## config.mk

```make
export PLATFORM = sky130hd
export DESIGN_NAME = dna_site_scanner_top
export DESIGN_NICKNAME = d
export VERILOG_FILES = /design/src/rtl/dss_pkg.sv /design/src/rtl/dss_front.sv /design/src/rtl/dss_queue.sv /design/src/rtl/dss_back.sv /design/src/rtl/dna_site_scanner_top.sv
export SDC_FILE = /design/constraint.sdc
export NUM_CORES = 1
export LEC_CHECK = 0
export BUFFER_PORTS_ARGS = -buffer_cell sky130_fd_sc_hd__buf_2
export CAP_MARGIN = 10
export CORE_MARGIN = 1.5
export CORE_UTILIZATION = 50
export DETAILED_ROUTE_END_ITERATION = 6
export GPL_TIMING_DRIVEN = 0
export PLACE_DENSITY = 0.74
export SLEW_MARGIN = 20
export SYNTH_ARGS = -nofsm -noshare
export SYNTH_HDL_FRONTEND = slang
export SYNTH_SLANG_ARGS = --single-unit
export TNS_END_PERCENT = 5
```

## constraint.sdc

```tcl
create_clock -name clk -period 7.3 [get_ports clk]
set_input_delay 0.365 -clock clk [delete_from_list [all_inputs] [get_ports clk]]
set_output_delay 0.365 -clock clk [all_outputs]
set_load 0.05 [all_outputs]
```

## src/rtl/dss_pkg.sv

```systemverilog
// Shared types, constants and helpers for the DNA site scanner.
package dss_pkg;

    localparam int MAX_SITE_BASES = 32;
    localparam int POSITION_BITS  = 31;
    localparam int CODE_BITS      = 64;
    localparam int LEN_BITS       = 6;
    localparam int CHAR_BITS      = 8;
    localparam int KIND_BITS      = 2;
    localparam int QUEUE_DEPTH    = 4;

    localparam logic [POSITION_BITS-1:0] POS_MAX = '1;

    // Configuration register indexes.
    localparam logic REG_PATTERN_CODE   = 1'b0;
    localparam logic REG_PATTERN_LENGTH = 1'b1;

    // Result kinds.
    localparam logic [KIND_BITS-1:0] KIND_SITE  = 2'd0;
    localparam logic [KIND_BITS-1:0] KIND_START = 2'd1;
    localparam logic [KIND_BITS-1:0] KIND_END   = 2'd2;

    // One queued record: everything the back end needs to emit an item's results.
    typedef struct packed {
        logic                     start;
        logic                     hit;
        logic [POSITION_BITS-1:0] hit_pos;
        logic                     last;
        logic [POSITION_BITS-1:0] size;
    } dss_rec_t;

    function automatic logic [POSITION_BITS-1:0] sat_inc(input logic [POSITION_BITS-1:0] v);
        logic [POSITION_BITS-1:0] r;
        r = (v == POS_MAX) ? v : v + POSITION_BITS'(1);
        return r;
    endfunction

endpackage

```

## src/rtl/dss_front.sv

```systemverilog
// Front end: configuration registers, rolling window, match detection.
module dss_front (
    input  logic                                 clk,
    input  logic                                 rst_n,
    input  logic                                 cfg_valid,
    input  logic                                 cfg_index,
    input  logic [dss_pkg::CODE_BITS-1:0]        cfg_data,
    input  logic                                 in_valid,
    input  logic [dss_pkg::CHAR_BITS-1:0]        base_char,
    input  logic                                 last_base,
    input  logic                                 q_full,
    output logic                                 push,
    output dss_pkg::dss_rec_t                    rec
);

    logic [dss_pkg::CODE_BITS-1:0]     pattern_code_reg, pattern_code_next;
    logic [dss_pkg::LEN_BITS-1:0]      pattern_length_reg, pattern_length_next;
    logic [dss_pkg::CODE_BITS-1:0]     window_reg, window_next;
    logic [dss_pkg::POSITION_BITS-1:0] wstart_reg, wstart_next;
    logic [dss_pkg::POSITION_BITS-1:0] idx_reg, idx_next;

    logic                              accept;
    logic [2:0]                        code;
    logic [dss_pkg::LEN_BITS-1:0]      len_clamp;
    logic [dss_pkg::CODE_BITS-1:0]     mask;
    logic [dss_pkg::CODE_BITS-1:0]     shifted;
    logic [dss_pkg::POSITION_BITS:0]   i_plus;
    logic [dss_pkg::POSITION_BITS:0]   span;
    logic                              full_window;
    logic                              hit;

    // Bit 2 set means the byte is not a nucleotide letter.
    function automatic logic [2:0] base_code(input logic [dss_pkg::CHAR_BITS-1:0] ch);
        logic [2:0] r;
        case (ch)
            "A", "a": r = 3'd0;
            "C", "c": r = 3'd1;
            "G", "g": r = 3'd2;
            "T", "t": r = 3'd3;
            default:  r = 3'd4;
        endcase
        return r;
    endfunction

    assign accept = in_valid && !q_full;

    always_comb
    begin
        code      = base_code(base_char);
        len_clamp = (pattern_length_reg > dss_pkg::LEN_BITS'(dss_pkg::MAX_SITE_BASES))
                  ? dss_pkg::LEN_BITS'(dss_pkg::MAX_SITE_BASES) : pattern_length_reg;
        for (int j = 0; j < dss_pkg::CODE_BITS; j++)
        begin
            mask[j] = ((j >> 1) < int'(len_clamp));
        end
        shifted     = {window_reg[dss_pkg::CODE_BITS-3:0], code[1:0]} & mask;
        i_plus      = {1'b0, idx_reg} + (dss_pkg::POSITION_BITS+1)'(1);
        span        = i_plus - {1'b0, wstart_reg};
        full_window = (len_clamp != '0) && ({1'b0, wstart_reg} <= i_plus)
                   && (span == (dss_pkg::POSITION_BITS+1)'(len_clamp));
        hit         = 1'b0;

        window_next = window_reg;
        wstart_next = wstart_reg;
        idx_next    = idx_reg;

        if (accept)
        begin
            if (idx_reg != '0)
            begin
                if (code[2])
                begin
                    window_next = '0;
                    wstart_next = dss_pkg::sat_inc(idx_reg);
                end
                else
                begin
                    window_next = shifted;
                    if (full_window)
                    begin
                        hit         = (shifted == pattern_code_reg);
                        wstart_next = dss_pkg::sat_inc(wstart_reg);
                    end
                end
            end
            if (last_base)
            begin
                window_next = '0;
                wstart_next = dss_pkg::POSITION_BITS'(1);
                idx_next    = '0;
            end
            else
            begin
                idx_next = dss_pkg::sat_inc(idx_reg);
            end
        end
    end

    always_comb
    begin
        pattern_code_next   = pattern_code_reg;
        pattern_length_next = pattern_length_reg;
        if (cfg_valid)
        begin
            case (cfg_index)
                dss_pkg::REG_PATTERN_CODE:   pattern_code_next   = cfg_data;
                dss_pkg::REG_PATTERN_LENGTH: pattern_length_next = cfg_data[dss_pkg::LEN_BITS-1:0];
                default: ;
            endcase
        end
    end

    always_comb
    begin
        rec.start   = (idx_reg == '0);
        rec.hit     = hit;
        rec.hit_pos = wstart_reg;
        rec.last    = last_base;
        rec.size    = dss_pkg::sat_inc(idx_reg);
        push        = accept && (rec.start || hit || last_base);
    end

    always_ff @(posedge clk or negedge rst_n)
    begin
        if (!rst_n)
        begin
            pattern_code_reg   <= '0;
            pattern_length_reg <= dss_pkg::LEN_BITS'(6);
            window_reg         <= '0;
            wstart_reg         <= dss_pkg::POSITION_BITS'(1);
            idx_reg            <= '0;
        end
        else
        begin
            pattern_code_reg   <= pattern_code_next;
            pattern_length_reg <= pattern_length_next;
            window_reg         <= window_next;
            wstart_reg         <= wstart_next;
            idx_reg            <= idx_next;
        end
    end

endmodule

```

## src/rtl/dss_queue.sv

```systemverilog
// Small register queue of result records between front and back ends.
module dss_queue (
    input  logic              clk,
    input  logic              rst_n,
    input  logic              push,
    input  dss_pkg::dss_rec_t push_rec,
    input  logic              pop,
    output dss_pkg::dss_rec_t head,
    output logic              empty,
    output logic              full
);

    localparam int PTR_BITS = $clog2(dss_pkg::QUEUE_DEPTH);
    localparam int CNT_BITS = $clog2(dss_pkg::QUEUE_DEPTH + 1);

    dss_pkg::dss_rec_t    slots_reg [dss_pkg::QUEUE_DEPTH];
    logic [PTR_BITS-1:0]  wr_reg, wr_next;
    logic [PTR_BITS-1:0]  rd_reg, rd_next;
    logic [CNT_BITS-1:0]  cnt_reg, cnt_next;
    logic                 do_push;
    logic                 do_pop;

    assign empty   = (cnt_reg == '0);
    assign full    = (cnt_reg == CNT_BITS'(dss_pkg::QUEUE_DEPTH));
    assign head    = slots_reg[rd_reg];
    assign do_push = push && !full;
    assign do_pop  = pop && !empty;

    always_comb
    begin
        wr_next  = do_push ? ((wr_reg == PTR_BITS'(dss_pkg::QUEUE_DEPTH - 1))
                              ? '0 : wr_reg + PTR_BITS'(1)) : wr_reg;
        rd_next  = do_pop  ? ((rd_reg == PTR_BITS'(dss_pkg::QUEUE_DEPTH - 1))
                              ? '0 : rd_reg + PTR_BITS'(1)) : rd_reg;
        cnt_next = cnt_reg + CNT_BITS'(do_push) - CNT_BITS'(do_pop);
    end

    always_ff @(posedge clk)
    begin
        if (do_push)
        begin
            slots_reg[wr_reg] <= push_rec;
        end
    end

    always_ff @(posedge clk or negedge rst_n)
    begin
        if (!rst_n)
        begin
            wr_reg  <= '0;
            rd_reg  <= '0;
            cnt_reg <= '0;
        end
        else
        begin
            wr_reg  <= wr_next;
            rd_reg  <= rd_next;
            cnt_reg <= cnt_next;
        end
    end

endmodule

```

## src/rtl/dss_back.sv

```systemverilog
// Back end: expands queued records into result beats through an output register.
module dss_back (
    input  logic                                 clk,
    input  logic                                 rst_n,
    input  dss_pkg::dss_rec_t                    head,
    input  logic                                 empty,
    output logic                                 pop,
    output logic                                 out_valid,
    input  logic                                 out_stall,
    output logic [dss_pkg::POSITION_BITS-1:0]    site_position,
    output logic [dss_pkg::KIND_BITS-1:0]        result_kind,
    output logic                                 run_last
);

    // Result slots of one record, in emission order.
    localparam logic [1:0] SLOT_START    = 2'd0;
    localparam logic [1:0] SLOT_SITE     = 2'd1;
    localparam logic [1:0] SLOT_END      = 2'd2;
    localparam logic [1:0] SLOT_END_LAST = 2'd3;

    logic                              out_valid_reg, out_valid_next;
    logic [dss_pkg::POSITION_BITS-1:0] pos_reg, pos_next;
    logic [dss_pkg::KIND_BITS-1:0]     kind_reg, kind_next;
    logic                              last_reg, last_next;
    logic [1:0]                        phase_reg, phase_next;

    logic                              load;
    logic [3:0]                        present;
    logic [1:0]                        cur;
    logic                              found;
    logic                              more;

    // Slots in emission order: start sentinel, site match, first and second end sentinels.
    always_comb
    begin
        present = {head.last, head.last, head.hit, head.start};
        cur     = '0;
        found   = 1'b0;
        more    = 1'b0;
        for (int k = 0; k < 4; k++)
        begin
            if (!found && (k >= int'(phase_reg)) && present[k])
            begin
                cur   = 2'(k);
                found = 1'b1;
            end
        end
        for (int k = 0; k < 4; k++)
        begin
            if (present[k] && (k > int'(cur)))
            begin
                more = 1'b1;
            end
        end
        load = !empty && (!out_valid_reg || !out_stall);
        pop  = load && !more;

        out_valid_next = out_valid_reg && out_stall;
        pos_next       = pos_reg;
        kind_next      = kind_reg;
        last_next      = last_reg;
        phase_next     = phase_reg;
        if (load)
        begin
            out_valid_next = 1'b1;
            last_next      = 1'b0;
            case (cur)
                SLOT_START:
                begin
                    pos_next  = '0;
                    kind_next = dss_pkg::KIND_START;
                end
                SLOT_SITE:
                begin
                    pos_next  = head.hit_pos;
                    kind_next = dss_pkg::KIND_SITE;
                end
                SLOT_END:
                begin
                    pos_next  = head.size;
                    kind_next = dss_pkg::KIND_END;
                end
                SLOT_END_LAST:
                begin
                    pos_next  = dss_pkg::sat_inc(head.size);
                    kind_next = dss_pkg::KIND_END;
                    last_next = 1'b1;
                end
                default:
                begin
                    pos_next  = pos_reg;
                end
            endcase
            phase_next = more ? cur + 2'd1 : SLOT_START;
        end
    end

    assign out_valid     = out_valid_reg;
    assign site_position = pos_reg;
    assign result_kind   = kind_reg;
    assign run_last      = last_reg;

    always_ff @(posedge clk)
    begin
        pos_reg  <= pos_next;
        kind_reg <= kind_next;
        last_reg <= last_next;
    end

    always_ff @(posedge clk or negedge rst_n)
    begin
        if (!rst_n)
        begin
            out_valid_reg <= 1'b0;
            phase_reg     <= '0;
        end
        else
        begin
            out_valid_reg <= out_valid_next;
            phase_reg     <= phase_next;
        end
    end

endmodule

```

## src/rtl/dna_site_scanner_top.sv

```systemverilog
// Top level of the DNA recognition-site scanner.
//
//  Channel  Direction  Handshake              Beat contents
//  in       to block   in_valid / in_stall    base_char, last_base
//  out      from block out_valid / out_stall  site_position, result_kind, run_last
//  cfg      to block   cfg_valid / cfg_ready  cfg_index, cfg_data
//
// One byte is taken per cycle while in_stall is low; the front end updates the window and,
// if the byte has results, queues a record of them in that cycle for the back end to expand.
// The back end sends one to three beats per record from a four-entry queue, one per cycle
// while out_stall is low. in_stall rises only when that queue is full, which happens while
// beats are stalled or while bytes cause more than one beat per cycle on average.
// Reset clears the window, counters, queue and output valid, and loads pattern_length
// with 6 and pattern_code with 0.
module dna_site_scanner_top (
    input  logic                                 clk,
    input  logic                                 rst_n,
    input  logic                                 cfg_valid,
    output logic                                 cfg_ready,
    input  logic                                 cfg_index,
    input  logic [dss_pkg::CODE_BITS-1:0]        cfg_data,
    input  logic                                 in_valid,
    output logic                                 in_stall,
    input  logic [dss_pkg::CHAR_BITS-1:0]        base_char,
    input  logic                                 last_base,
    output logic                                 out_valid,
    input  logic                                 out_stall,
    output logic [dss_pkg::POSITION_BITS-1:0]    site_position,
    output logic [dss_pkg::KIND_BITS-1:0]        result_kind,
    output logic                                 run_last
);

    dss_pkg::dss_rec_t push_rec;
    dss_pkg::dss_rec_t head;
    logic              q_push;
    logic              q_pop;
    logic              q_empty;
    logic              q_full;

    // Configuration is to be written only while idle; the block does not enforce this, so writes never wait.
    assign cfg_ready = 1'b1;
    assign in_stall  = q_full;

    dss_front u_front (
        .clk       (clk),
        .rst_n     (rst_n),
        .cfg_valid (cfg_valid),
        .cfg_index (cfg_index),
        .cfg_data  (cfg_data),
        .in_valid  (in_valid),
        .base_char (base_char),
        .last_base (last_base),
        .q_full    (q_full),
        .push      (q_push),
        .rec       (push_rec)
    );

    dss_queue u_queue (
        .clk      (clk),
        .rst_n    (rst_n),
        .push     (q_push),
        .push_rec (push_rec),
        .pop      (q_pop),
        .head     (head),
        .empty    (q_empty),
        .full     (q_full)
    );

    dss_back u_back (
        .clk           (clk),
        .rst_n         (rst_n),
        .head          (head),
        .empty         (q_empty),
        .pop           (q_pop),
        .out_valid     (out_valid),
        .out_stall     (out_stall),
        .site_position (site_position),
        .result_kind   (result_kind),
        .run_last      (run_last)
    );

`ifndef SYNTH
    // The front end must never push a record into a full queue.
    a_no_push_when_full: assert property (@(posedge clk) disable iff (!rst_n)
        !(q_push && q_full))
        else $error("record pushed into full queue");

    // The back end never pops an empty queue.
    a_no_pop_when_empty: assert property (@(posedge clk) disable iff (!rst_n)
        !(q_pop && q_empty))
        else $error("record popped from empty queue");

    // Only the second end sentinel closes a sequence.
    a_last_is_end: assert property (@(posedge clk) disable iff (!rst_n)
        (out_valid && run_last) |-> (result_kind == dss_pkg::KIND_END))
        else $error("run_last on a beat that is not an end sentinel");

    // A start sentinel always reports position zero.
    a_start_at_zero: assert property (@(posedge clk) disable iff (!rst_n)
        (out_valid && result_kind == dss_pkg::KIND_START) |-> (site_position == '0))
        else $error("start sentinel with nonzero position");
`endif

endmodule

```

==> flow_metrics.tcl, run 1 <==
set metrics [dict create \
    clkLatencyLatePin_ns 0.64 \
    peakVddDrop_uv 225 \
    holdCritStartpoint "cfg_data[5]" \
    cp.buffers_inverters 3 \
    dp_slack_ns 0.374 \
    viasPerCell 6.49 \
    io_buffers 113 \
    critPathTopFamily "simple AND/OR/NAND/NOR gates" \
    multi_input_area_um2 11000 \
    r2r_slack_ns 0.38 \
    hold_path.class "in2reg" \
    drcViolationCount 0 \
    syn_avg_cell_area_um2 11.7 \
    totalWireLength_um 79300 \
    start_util_pct 50.9 \
    r2r-end "u_queue.slots_reg[0][42]" \
    critPathCaptureType "register" \
    synthSimpleGateAreaFrac_pct 13.7 \
    num_antenna_cells 0 \
    arrival_ns 7.24 \
    leakagePower_nw 11.4 \
    synth_flop_cell "edfxtp_1" \
    yosysWarnings 0 \
    worstPathMaxFanout 35 \
    track_usage_pct 30.3 \
    drive_gt1_share_pct 16.2 \
    hold_end "u_front.pattern_length_reg[5]" \
    slew_headroom_pct 26.7 \
    layout_min_cycle_time_ns 6.92 \
    num_io_pins 116 \
    die_h_um 230 \
    clock_skew_ns 0.0418 \
    synth-async-reset-ratio_pct 41.0 \
    antenna_found_initial 1 \
    worstMarginPinSlew_ns 1.10 \
    path_class "reg2reg" \
    route.vias.total 20500 \
    detail_route.iter0.violations 2545 \
    cts_sinks 498 \
    report.final.slew_viol_count 0 \
    fmax_mhz 144 \
    grt_pass1_wl_um 123000 \
    critPathLaunchType "register" \
    drtAntennaViolNets 0 \
    area_growth_pct 16.1 \
    synth-edff-count 294 \
    slowest_delay_ns 0.60 \
    crit_chain "clkbuf_2, nand4_1, nor4_2, nand2_1, nor2_1, xor2_1, ha_1, buf_2, nand2_1, nor2_1, o2111ai_1, o211ai_1, o2111ai_1, a2111oi_0, and4b_1, nand4_1, a21oi_2, and2_4, buf_12" \
    synth_top_area_cell "edfxtp_1" \
    synth_xor_area_share_pct 3.71 \
    clockBufferDepth 3 \
    cp_slowest_cell "and2_4" \
    fillCellCount 4036 \
    yosys-top-cells-area "edfxtp_1 34%, dfrtp_1 20%, mux4_2 5.6%, mux2_2 3.1%, nand2_1 3.0%" \
    timing.rr.start "u_front.idx_reg[2]" \
    power_density_nw_per_um2 365 \
    nets 2569 \
    cts_root_buf "clkbuf_16" \
    largest_reg_flops 260 \
    tritoncts "yes" \
    dp_hpwl_um 58200 \
    cap_violations 0 \
    grt_overflow 0 \
    hold_violations 0 \
    yosysUniqueCellTypes 92 \
    final-setup-viol-count 0 \
    area.sequential_um2 13900 \
    fp.dieArea_um2 52800 \
    reg2reg_depth 19 \
    finalPower_mw 10.9 \
    synth.cell_area_um2 25700 \
    synth_compound_area_share_pct 13.6 \
    holdPathStages 2 \
    layout_common_cells "294 x edfxtp_1, 203 x nand2_1, 201 x dfrtp_1, 137 x nor2_1, 125 x buf_2" \
    synth-adder-area-share_pct 2.44 \
    numCtsBuffers 53 \
    htree_levels 2 \
    die_w_um 230 \
    final_core_util_pct 59.1 \
    setup_ws_ns 0.379 \
    seq_area_frac_synth_pct 54.2 \
    wire_per_inst_um 25.1 \
    layout_commonest_cell "edfxtp_1" \
    cp_data_required_time_ns 7.62 \
    synth.top_cell.area_share_pct 34.3 \
    num_rows 82 \
    synth_top_family_by_area "simple AND/OR/NAND/NOR gates" \
    synthCells 2204 \
    ys_seq_elements 498 \
    dr.pass1.iters 7 \
    gp_congestion 1.00 \
    core-area_um2 50500 \
    syn_nets 2332 \
    synth.area.mux_share_pct 9.20 \
    clk_pin_slew_worst_paths_ns 0.06 \
    grt_pass1_vias 20500 \
    grt_max_degree 101 \
    rsz0062_at_grt "false" \
    cts_setup_buffers 0 \
    finalCritPeriodShare_pct 94.8 \
    status "complete, no violations" \
]
metal layers:
metal / vias up / share of wire (%) / GRT usage [%]
met4: 2 / 3.9 / 11.8
met5: - / 0.023 / 0
met1: 10200 / 39 / 40.0
li1: 8906 / - / -
met2: 1203 / 48 / 50.0
met3: 189 / 8.9 / 5.33
kinds of logic after synthesis:
kind of cell	Yosys count
fa+ha+maj	49
xor+xnor	109
buf+inv	200
other cells	1
mux	147
flops	498
compound gates	500
simple gates	700
synthesized netlist by cell type, drive strengths merged, types with 6 or more instances:
cell / n
a32o: 32
nand4: 50
nor2: 137
ha: 47
xnor2: 55
a31oi: 16
and4: 10
o21ai: 119
inv: 86
or2: 11
a22o: 16
o2111ai: 12
nor2b: 12
o211ai: 19
a311oi: 9
a21o: 18
a222oi: 13
buf: 29
a21boi: 7
nor4bb: 6
nand3b: 7
a21oi: 77
mux4: 64
nand2b: 29
o31ai: 8
nor3: 48
mux2i: 10
nor4b: 11
nand2: 203
clkbuf: 85
a211o: 6
or3: 9
and3: 26
dfrtp: 201
nand3: 67
a211oi: 17
edfxtp: 294
nor4: 36
o21a: 18
and2: 23
a22oi: 25
xor2: 54
mux2: 73
o22ai: 38
layout make-up:
cell class	count	share of cell area [%]
Buffer	114	1.59
Tap cell	672	2.82
Clock buffer	62	4.66
Inverter	86	1.08
Clock inverter	38	1.77
Sequential cell	498	46.7
Timing Repair Buffer	182	4.52
Multi-Input combinational cell	1506	36.8
per-stage QoR:
stage | setup TNS [ns] | area [um2] | hold WS (ns) | std cells
2_1_floorplan | 0 | 25700 | 0.0694 | 2204
3_3_place_gp | -381.45 | 27100 | 0.455 | 2989
3_5_place_dp | 0 | 27300 | 0.173 | 2995
4_1_cts | 0 | 29800 | 0.00458 | 3158
5_1_grt | 0 | 29800 | 0.00568 | 3158
6_report | 0 | 29800 | 0.0150 | 3158
timing repair:
action,in CTS,in global routing
hold buffers,63,0
hold endpoints to repair,172,0
gates resized for setup,0,1
endpoints found under the setup margin,0,135
report_power, final:
group / total (mW) / switching [mW] / internal [mW]
sequential: 3.81 / 0.241 / 3.57
combinational: 4.15 / 2.68 / 1.47
clock: 2.93 / 1.19 / 1.74
total: 10.9 / 4.12 / 6.78
how the worst max path moves through the flow:
stage                                   from  cells after the start  slack (ns)                       end
after floorplan           u_front.idx_reg[1]                     18        1.15   u_queue.slots_reg[0][0]
after detailed placement  u_front.idx_reg[1]                     19        0.37   u_queue.slots_reg[3][9]
after global placement    u_front.idx_reg[2]                     18       -1.49  u_queue.slots_reg[0][10]
final                     u_front.idx_reg[2]                     19        0.38  u_queue.slots_reg[0][42]
after CTS                 u_front.idx_reg[2]                     19        0.37   u_queue.slots_reg[3][4]
after global routing      u_front.idx_reg[2]                     19         0.1   u_queue.slots_reg[3][4]
No activity file was read; power rests on OpenSTA's default activity.
==> run 2: changes to the inputs <==
clock period = 7.55 ns   (was 7.3 ns; I/O delays follow)
==> flow_metrics.tcl, run 2 (same netlist as run 1, synthesis figures left out) <==
set metrics [dict create \
    final_core_util_pct 58.8 \
    layout_commonest_cell "edfxtp_1" \
    grt_overflow 0 \
    route.vias.total 20500 \
    holdCritStartpoint "cfg_data[26]" \
    wire_per_inst_um 25.1 \
    die_h_um 230 \
    fp.dieArea_um2 52800 \
    totalWireLength_um 78800 \
    clockBufferDepth 3 \
    arrival_ns 7.39 \
    hold_end "u_front.pattern_code_reg[26]" \
    r2r-end "u_queue.slots_reg[0][42]" \
    dp_hpwl_um 58200 \
    drive_gt1_share_pct 16.3 \
    crit_chain "clkbuf_2, nand4_1, nor4_1, nand2_1, nor2_1, xor2_1, ha_1, buf_2, nand2_1, nor2_1, o2111ai_1, o211ai_1, o2111ai_1, a2111oi_0, and4b_1, nand4_1, a21oi_2, and2_4, buf_12" \
    die_w_um 230 \
    hold_path.class "in2reg" \
    viasPerCell 6.51 \
    finish.instance_area_um2 29700 \
    detail_route.iter0.violations 2697 \
    cap_violations 0 \
    peakVddDrop_uv 216 \
    num_rows 82 \
    worstMarginPinSlew_ns 1.11 \
    critPathCaptureType "register" \
    core-area_um2 50500 \
    fillCellCount 4051 \
    numCtsBuffers 53 \
    fmax_mhz 141 \
    rsz0062_at_grt "false" \
    grt_pass1_vias 20400 \
    layout_min_cycle_time_ns 7.07 \
    setup_ws_ns 0.476 \
    tritoncts "yes" \
    area_growth_pct 15.5 \
    placed_cells 2995 \
    cts_root_buf "clkbuf_16" \
    layout_common_cells "294 x edfxtp_1, 203 x nand2_1, 201 x dfrtp_1, 137 x nor2_1, 125 x buf_2" \
    cp_data_required_time_ns 7.86 \
    start_util_pct 50.9 \
    multi_input_area_um2 11000 \
    drcViolationCount 0 \
    post_dp_cell_area_um2 27300 \
    leakagePower_nw 11.4 \
    num_antenna_cells 0 \
    slowest_delay_ns 0.76 \
    dr.pass1.iters 7 \
    clk_pin_slew_worst_paths_ns 0.06 \
    dp_slack_ns 0.624 \
    area.sequential_um2 13900 \
    clock_skew_ns 0.0388 \
    gp_congestion 1.00 \
    antenna_found_initial 2 \
    critPathLaunchType "register" \
    timing.rr.start "u_front.idx_reg[2]" \
    clkLatencyLatePin_ns 0.63 \
    htree_levels 2 \
    path_class "reg2reg" \
    io_buffers 113 \
    worstPathMaxFanout 35 \
    fin_cells 3145 \
    nets 2556 \
    hold_ws_ns -0.00148 \
    drtAntennaViolNets 0 \
    reg2reg_depth 19 \
    holdPathStages 2 \
    hold_violations 1 \
    track_usage_pct 30.1 \
    r2r_slack_ns 0.48 \
    largest_reg_flops 260 \
    power_density_nw_per_um2 354 \
    cp_slowest_cell "nor4_1" \
    grt_pass1_wl_um 122000 \
    finalCritPeriodShare_pct 93.7 \
    violations "negative hold slack" \
    num_io_pins 116 \
    cts_sinks 498 \
    status "finished, violations left" \
    final-setup-viol-count 0 \
    grt_max_degree 101 \
    report.final.slew_viol_count 0 \
    slew_headroom_pct 26.3 \
]
==> run 2: cell types whose count changed in the layout (fill, tap and decap cells not counted), sizes merged <==
cell         previous run  this run
dlygate4sd3            63        50
==> run 2: per-stage QoR <==
| stage | setup TNS, ns | total power [mW] |
|---|---|---|
| after global placement | -316.45 | 7.51 |
| after floorplan | 0 | 6.39 |
| after detailed placement | 0 | 7.64 |
| after CTS | 0 | 10.5 |
| after global routing | 0 | 10.9 |
| final | 0 | 10.5 |
==> run 2: cell type report <==
cell class	count	share of cell area, %
multi-input combinational	1506	37.0
sequential	498	46.9
inverter	86	1.09
buffer	114	1.60
timing repair buffer	169	4.10
clock buffer	62	4.68
tap	672	2.83
clock inverter	38	1.78
==> run 2: worst max path at each step <==
| stage | from | depth (start not counted) | end | slack, ns |
|---|---|---|---|---|
| 2_1_floorplan | u_front.idx_reg[1] | 18 | u_queue.slots_reg[0][0] | 1.40 |
| 3_3_place_gp | u_front.idx_reg[2] | 18 | u_queue.slots_reg[0][10] | -1.24 |
| 3_5_place_dp | u_front.idx_reg[1] | 19 | u_queue.slots_reg[3][9] | 0.62 |
| 4_1_cts | u_front.idx_reg[2] | 19 | u_queue.slots_reg[3][4] | 0.62 |
| 5_1_grt | u_front.idx_reg[1] | 19 | u_queue.slots_reg[3][4] | 0.13 |
| 6_report | u_front.idx_reg[2] | 19 | u_queue.slots_reg[0][42] | 0.48 |
==> run 2: critical path: cells and delay by family, from the launching register on <==
kind,cells,cell delay (ns)
flip-flops,1,0.32
AO/OA/AOI/OAI,5,1.92
AND/OR/NAND/NOR,9,3.31
XOR/XNOR,1,0.17
adder cells (fa/ha/maj),1,0.31
buffers and inverters,3,0.68
==> run 2: metal layers <==
layer | global-route usage [%] | wire (um)
met3 | 4.58 | 6780
met2 | 49.4 | 37600
met4 | 12.2 | 3230
met1 | 40.3 | 31200
met5 | 0 | 36
==> run 2: repair_timing <==
item                      in CTS  in global routing
buffers inserted               0                  0
resized for setup              0                  0
hold buffers                  49                  1
hold endpoints to repair     155                  1
==> run 2: report_power, final <==
group | internal, mW | switching, mW | total, mW
sequential | 3.45 | 0.233 | 3.69
combinational | 1.42 | 2.59 | 4.01
clock | 1.68 | 1.15 | 2.83
total | 6.55 | 3.97 | 10.5
